--- config.mk ---
export PLATFORM = sky130hd
export DESIGN_NAME = dtpl_ctrl
export DESIGN_NICKNAME = d
export VERILOG_FILES = /design/src/rtl/dtpl_pkg.sv /design/src/rtl/dtpl_ctrl.sv
export SDC_FILE = /design/constraint.sdc
export NUM_CORES = 1
export LEC_CHECK = 0
export BUFFER_PORTS_ARGS = -buffer_cell sky130_fd_sc_hd__buf_2
export CORE_AREA = 10 10 47 49
export DETAILED_ROUTE_END_ITERATION = 16
export DIE_AREA = 0 0 57 59
export SLEW_MARGIN = 5
export SYNTH_ARGS = -nofsm -noshare
export SYNTH_HDL_FRONTEND = slang
export SYNTH_SLANG_ARGS = --single-unit
--- constraint.sdc ---
create_clock -name i_clk -period 1 [get_ports i_clk]
set_input_delay 0.1 -clock i_clk [delete_from_list [all_inputs] [get_ports i_clk]]
set_output_delay 0.1 -clock i_clk [all_outputs]
set_load 0.05 [all_outputs]
--- src/rtl/dtpl_pkg.sv ---
// Shared types and constants for the digit trie prefix lookup block.
package dtpl_pkg;

    localparam int MAX_NODES    = 4096;
    localparam int MAX_RECORDS  = 1024;
    localparam int MAX_DIGITS   = 15;
    localparam int NODE_W       = $clog2(MAX_NODES);
    localparam int REC_W        = $clog2(MAX_RECORDS);
    localparam int CHILD_DEPTH  = MAX_NODES * 10;
    localparam int CHILD_AW     = $clog2(CHILD_DEPTH);
    localparam int LINK_W       = 13;
    localparam int NCOUNT_W     = 13;
    localparam int RCOUNT_W     = 11;
    localparam int CFG_W        = 13;
    localparam int OFF_W        = 21;
    localparam int CNT_W        = 5;
    localparam int IDX_W        = 12;
    localparam int DIG_W        = 4;

    localparam logic [1:0] CMD_CHILD  = 2'd0;
    localparam logic [1:0] CMD_NODE   = 2'd1;
    localparam logic [1:0] CMD_RECORD = 2'd2;
    localparam logic [1:0] CMD_LOOKUP = 2'd3;

    localparam logic [1:0] STATUS_FOUND   = 2'd0;
    localparam logic [1:0] STATUS_NO_DATA = 2'd1;
    localparam logic [1:0] STATUS_TOO_LONG = 2'd2;

    localparam logic CFG_NODE_LIMIT = 1'b0;
    localparam logic CFG_REC_LIMIT  = 1'b1;

    typedef enum logic [2:0] {
        S_IDLE,
        S_CHILD,
        S_LINK,
        S_REC,
        S_EMIT
    } t_state;

    // Commands from the controller to the datapath.
    typedef struct packed {
        logic accept;
        logic child_eval;
        logic link_eval;
        logic rec_update;
        logic emit;
    } t_dp_cmd;

    // Status from the datapath to the controller.
    typedef struct packed {
        logic walk_go;
        logic child_ok;
        logic link_ok;
        logic out_free;
    } t_dp_status;

endpackage

--- src/rtl/dtpl_ctrl.sv ---
// Controller state machine that sequences memory loads and the trie walk.
module dtpl_ctrl (
    input  logic                 i_clk,
    input  logic                 i_rst_n,
    input  logic                 i_in_valid,
    input  logic [1:0]           i_cmd,
    input  logic                 i_last,
    input  dtpl_pkg::t_dp_status i_status,
    output dtpl_pkg::t_dp_cmd    o_cmd,
    output logic                 o_in_stall
);

    dtpl_pkg::t_state r_state;
    dtpl_pkg::t_state n_state;
    logic             r_last;
    logic             n_last;
    logic             accept;

    assign accept = i_in_valid && (r_state == dtpl_pkg::S_IDLE);

    always_ff @(posedge i_clk) begin
        if (!i_rst_n) begin
            r_state <= dtpl_pkg::S_IDLE;
            r_last  <= 1'b0;
        end else begin
            r_state <= n_state;
            r_last  <= n_last;
        end
    end

    always_comb begin
        n_state = r_state;
        n_last  = r_last;
        case (r_state)
            dtpl_pkg::S_IDLE: begin
                if (accept && (i_cmd == dtpl_pkg::CMD_LOOKUP)) begin
                    n_last = i_last;
                    if (i_status.walk_go) begin
                        n_state = dtpl_pkg::S_CHILD;
                    end else if (i_last) begin
                        n_state = dtpl_pkg::S_EMIT;
                    end
                end
            end
            dtpl_pkg::S_CHILD: begin
                if (i_status.child_ok) begin
                    n_state = dtpl_pkg::S_LINK;
                end else begin
                    n_state = r_last ? dtpl_pkg::S_EMIT : dtpl_pkg::S_IDLE;
                end
            end
            dtpl_pkg::S_LINK: begin
                if (i_status.link_ok) begin
                    n_state = dtpl_pkg::S_REC;
                end else begin
                    n_state = r_last ? dtpl_pkg::S_EMIT : dtpl_pkg::S_IDLE;
                end
            end
            dtpl_pkg::S_REC: begin
                n_state = r_last ? dtpl_pkg::S_EMIT : dtpl_pkg::S_IDLE;
            end
            dtpl_pkg::S_EMIT: begin
                if (i_status.out_free) begin
                    n_state = dtpl_pkg::S_IDLE;
                end
            end
            default: begin
                n_state = dtpl_pkg::S_IDLE;
            end
        endcase
    end

    always_comb begin
        o_cmd      = '0;
        o_in_stall = 1'b1;
        case (r_state)
            dtpl_pkg::S_IDLE: begin
                o_in_stall   = 1'b0;
                o_cmd.accept = accept;
            end
            dtpl_pkg::S_CHILD: begin
                o_cmd.child_eval = 1'b1;
            end
            dtpl_pkg::S_LINK: begin
                o_cmd.link_eval = 1'b1;
            end
            dtpl_pkg::S_REC: begin
                o_cmd.rec_update = 1'b1;
            end
            dtpl_pkg::S_EMIT: begin
                o_cmd.emit = i_status.out_free;
            end
            default: begin
                o_in_stall = 1'b1;
            end
        endcase
    end

endmodule

==> flow_summary.json <==
{
  "whs_endpoint": "r_last$_SDFFE_PN0P_",
  "crit_fanout": 7,
  "io_pins": 16,
  "postRouteAntennaNets": 0,
  "cap_violations": 0,
  "r2r-end": "r_state[2]$_SDFFE_PN0P_",
  "grt_overflow": 0,
  "routedWlPerCell_um": 13.5,
  "die_y_um": 59,
  "worstHoldPathType": "input port to flop",
  "holdBufCountCts": 0,
  "grt_use_met3": 0.0172,
  "synth_nets": 48,
  "rsz0062_at_grt": "true",
  "numCtsBuffers": 3,
  "antenna_found_initial": 0,
  "routed_via_density": 4.59,
  "nFillCells": 144,
  "drive_gt1_frac": 0.717,
  "final_cell_area_um2": 603,
  "worst_ep_required_time_ns": 0.90,
  "maxSlewViolCount": 0,
  "worst_r2r_path_depth": 5,
  "grtUsageTotal": 0.0611,
  "worst_path_max_delay_cell": "dfxtp_4",
  "start_util": 0.209,
  "r2r_setup_slack_ns": -0.11,
  "grt_max_degree": 8,
  "tns_ns": -1.30,
  "ys_types": 20,
  "violations": "setup timing",
  "clockRootBuffer": "clkbuf_4",
  "yosysTopAreaCellShare": 0.274,
  "ys_ff_latch": 4,
  "syn_area_um2": 293,
  "cp.arrival_ns": 1.15,
  "critical-path-max-stage-delay_ns": 0.38,
  "fin_crit_sh": 1.25,
  "synth_most_common_cell": "nand2b_1",
  "num_rows": 14,
  "power_mw": 0.508,
  "pre_cts_ws_ns": -0.0963,
  "worst_hold_slack_ns": 0.129,
  "fin_util": 0.430,
  "layout_setup_ws_ns": -0.255,
  "seq_area_um2": 91.3,
  "yosysWarnings": 0,
  "synth-edff-count": 0,
  "clk_pin_slew_worst_paths_ns": 0.05,
  "first_iter_violations": 1,
  "fin_crit_ns": 1.25,
  "clockBufferDepth": 2,
  "port-buffer-count": 15,
  "ys_top_cells_by_area": "dfxtp_1, nand2b_1, nand3_1",
  "hold_viol": 0,
  "power.leakage_nw": 0.262,
  "die-area_um2": 3360,
  "cp-end-kind": "output port",
  "place_congestion": 0.757,
  "fin_cells": 76,
  "htreeDepth": 1,
  "hp-start": "i_rst_n",
  "worstSetupStartpointType": "flop",
  "synth_area_leader_cell": "dfxtp_1",
  "core_area_um2": 1400,
  "gr-usage-met2": 0.104,
  "grt.busiest_layer": "met2",
  "async_flop_share": 0,
  "diodes": 0,
  "syn_area_per_cell_um2": 7.70,
  "worstReg2RegStart": "r_state[0]$_SDFFE_PN0P_",
  "synth_ff_type": "dfxtp_1",
  "insertion_delay_ns": 0.24,
  "num_vias": 349,
  "placed_cell_area_um2": 465,
  "post-place-cells": 71,
  "status": "finished with violations",
  "use_met1": 0.0683,
  "whs_path_depth": 2,
  "die_w_um": 57,
  "finClkSkew_ns": 0.00846,
  "multiInputGateArea_um2": 289,
  "ys_seq_area_frac": 0.274,
  "dpl.hpwl_um": 686,
  "wirelength_um": 1020,
  "grt_pass1_vias": 351,
  "clock-sinks": 4,
  "power.density_nw_per_um2": 843,
  "grt_pass1_wl_um": 1640,
  "synth_common_cells": "nand2b_1, dfxtp_1, nand2_1, nand3_1",
  "critPathKind": "flop to output port",
  "route.detailed.drc": 0,
  "dr.pass1.iters": 4,
  "slew_headroom": 0.864,
  "ir_worst_vdd_mv": 0.486,
  "max_slew.worst_pin.slew_ns": 0.202,
  "fin_nets": 72,
  "areaGrowthSynthToFinish_pct": 106,
  "crit_chain": "or3_1, buf_6",
  "cts_tree": "built",
  "finalSetupViolations": 9,
  "max_freq_ghz": 0.797,
  "synthCells": 38
}
sequential cells by signal, indices dropped and copies added (netlist names):
name	cells
r_last	1
r_state	3
worst max path at each step:
| stage | start | end | slack [ns] | cells past startpoint |
|---|---|---|---|---|
| after global placement | r_state[0]$_SDFFE_PN0P_ | o_in_stall | -0.08 | 2 |
| after global routing | r_state[2]$_SDFFE_PN0P_ | o_cmd[4] | -0.30 | 3 |
| after floorplan | r_state[0]$_SDFFE_PN0P_ | o_cmd[4] | -0.20 | 2 |
| after CTS | r_state[2]$_SDFFE_PN0P_ | o_in_stall | -0.26 | 2 |
| final | r_state[0]$_SDFFE_PN0P_ | o_in_stall | -0.25 | 2 |
| after detailed placement | r_state[2]$_SDFFE_PN0P_ | r_state[2]$_SDFFE_PN0P_ | -0.1 | 4 |
critical path, delay by kind of cell, from the launching register on:
kind | cells | cell delay [ns]
AND/OR/NAND/NOR | 1 | 0.37
flip-flops | 1 | 0.38
buffers and inverters | 1 | 0.16
final cells by class:
type | instances | area share
Clock buffer | 3 | 0.0373
Multi-Input combinational cell | 31 | 0.479
Sequential cell | 4 | 0.151
Tap cell | 16 | 0.0332
Timing Repair Buffer | 22 | 0.299
kinds of logic (layout without fill, tap and decap cells):
logic type | count (synthesis) | count (layout) | share of synthesized area
AND/OR/NAND/NOR | 25 | 25 | 0.534
buffers and inverters | 3 | 25 | 0.0726
AO/OA/AOI/OAI | 6 | 6 | 0.120
flip-flops | 4 | 4 | 0.274
report_power, final:
part           leakage (nW)  internal, mW  switching, mW
Sequential           0.0347         0.157        0.00651
Combinational         0.214        0.0614         0.0662
Clock                0.0138         0.135         0.0814
cells in the final DEF (no fill, tap or decap):
master and instances:
nor2_4 1, buf_4 3, and3b_2 1, nand3_1 2
or3_1 1, nand3b_1 2, clkbuf_4 3, o21ai_1 1
nand2_4 1, nand2b_4 1, buf_2 9, a21oi_1 1
and3_1 1, o21ai_2 1, nand2_1 2, dfxtp_1 1
buf_6 10, a21boi_2 1, dfxtp_4 3, a21oi_2 1
nand3_2 1, nand2b_1 4, nor2b_1 2, a22oi_2 1
nor4b_4 1, nor3_2 1, nor3b_4 2, and4b_2 1
nor3_4 1
metal layers:
layer,wire (um),part of all wire,vias up
met1,445,0.43,159
met2,533,0.52,9
li1,-,-,181
met4,0,0,0
met5,0,0,-
met3,44,0.043,0
repair_timing:
| action | in CTS | in global routing |
|---|---|---|
| gates resized for setup | 22 | 6 |
| setup buffers | 2 | 0 |
| setup endpoints to repair | 8 | 9 |
| pin swaps | 4 | 5 |
Note: power is estimated with default switching activity, not from simulation.
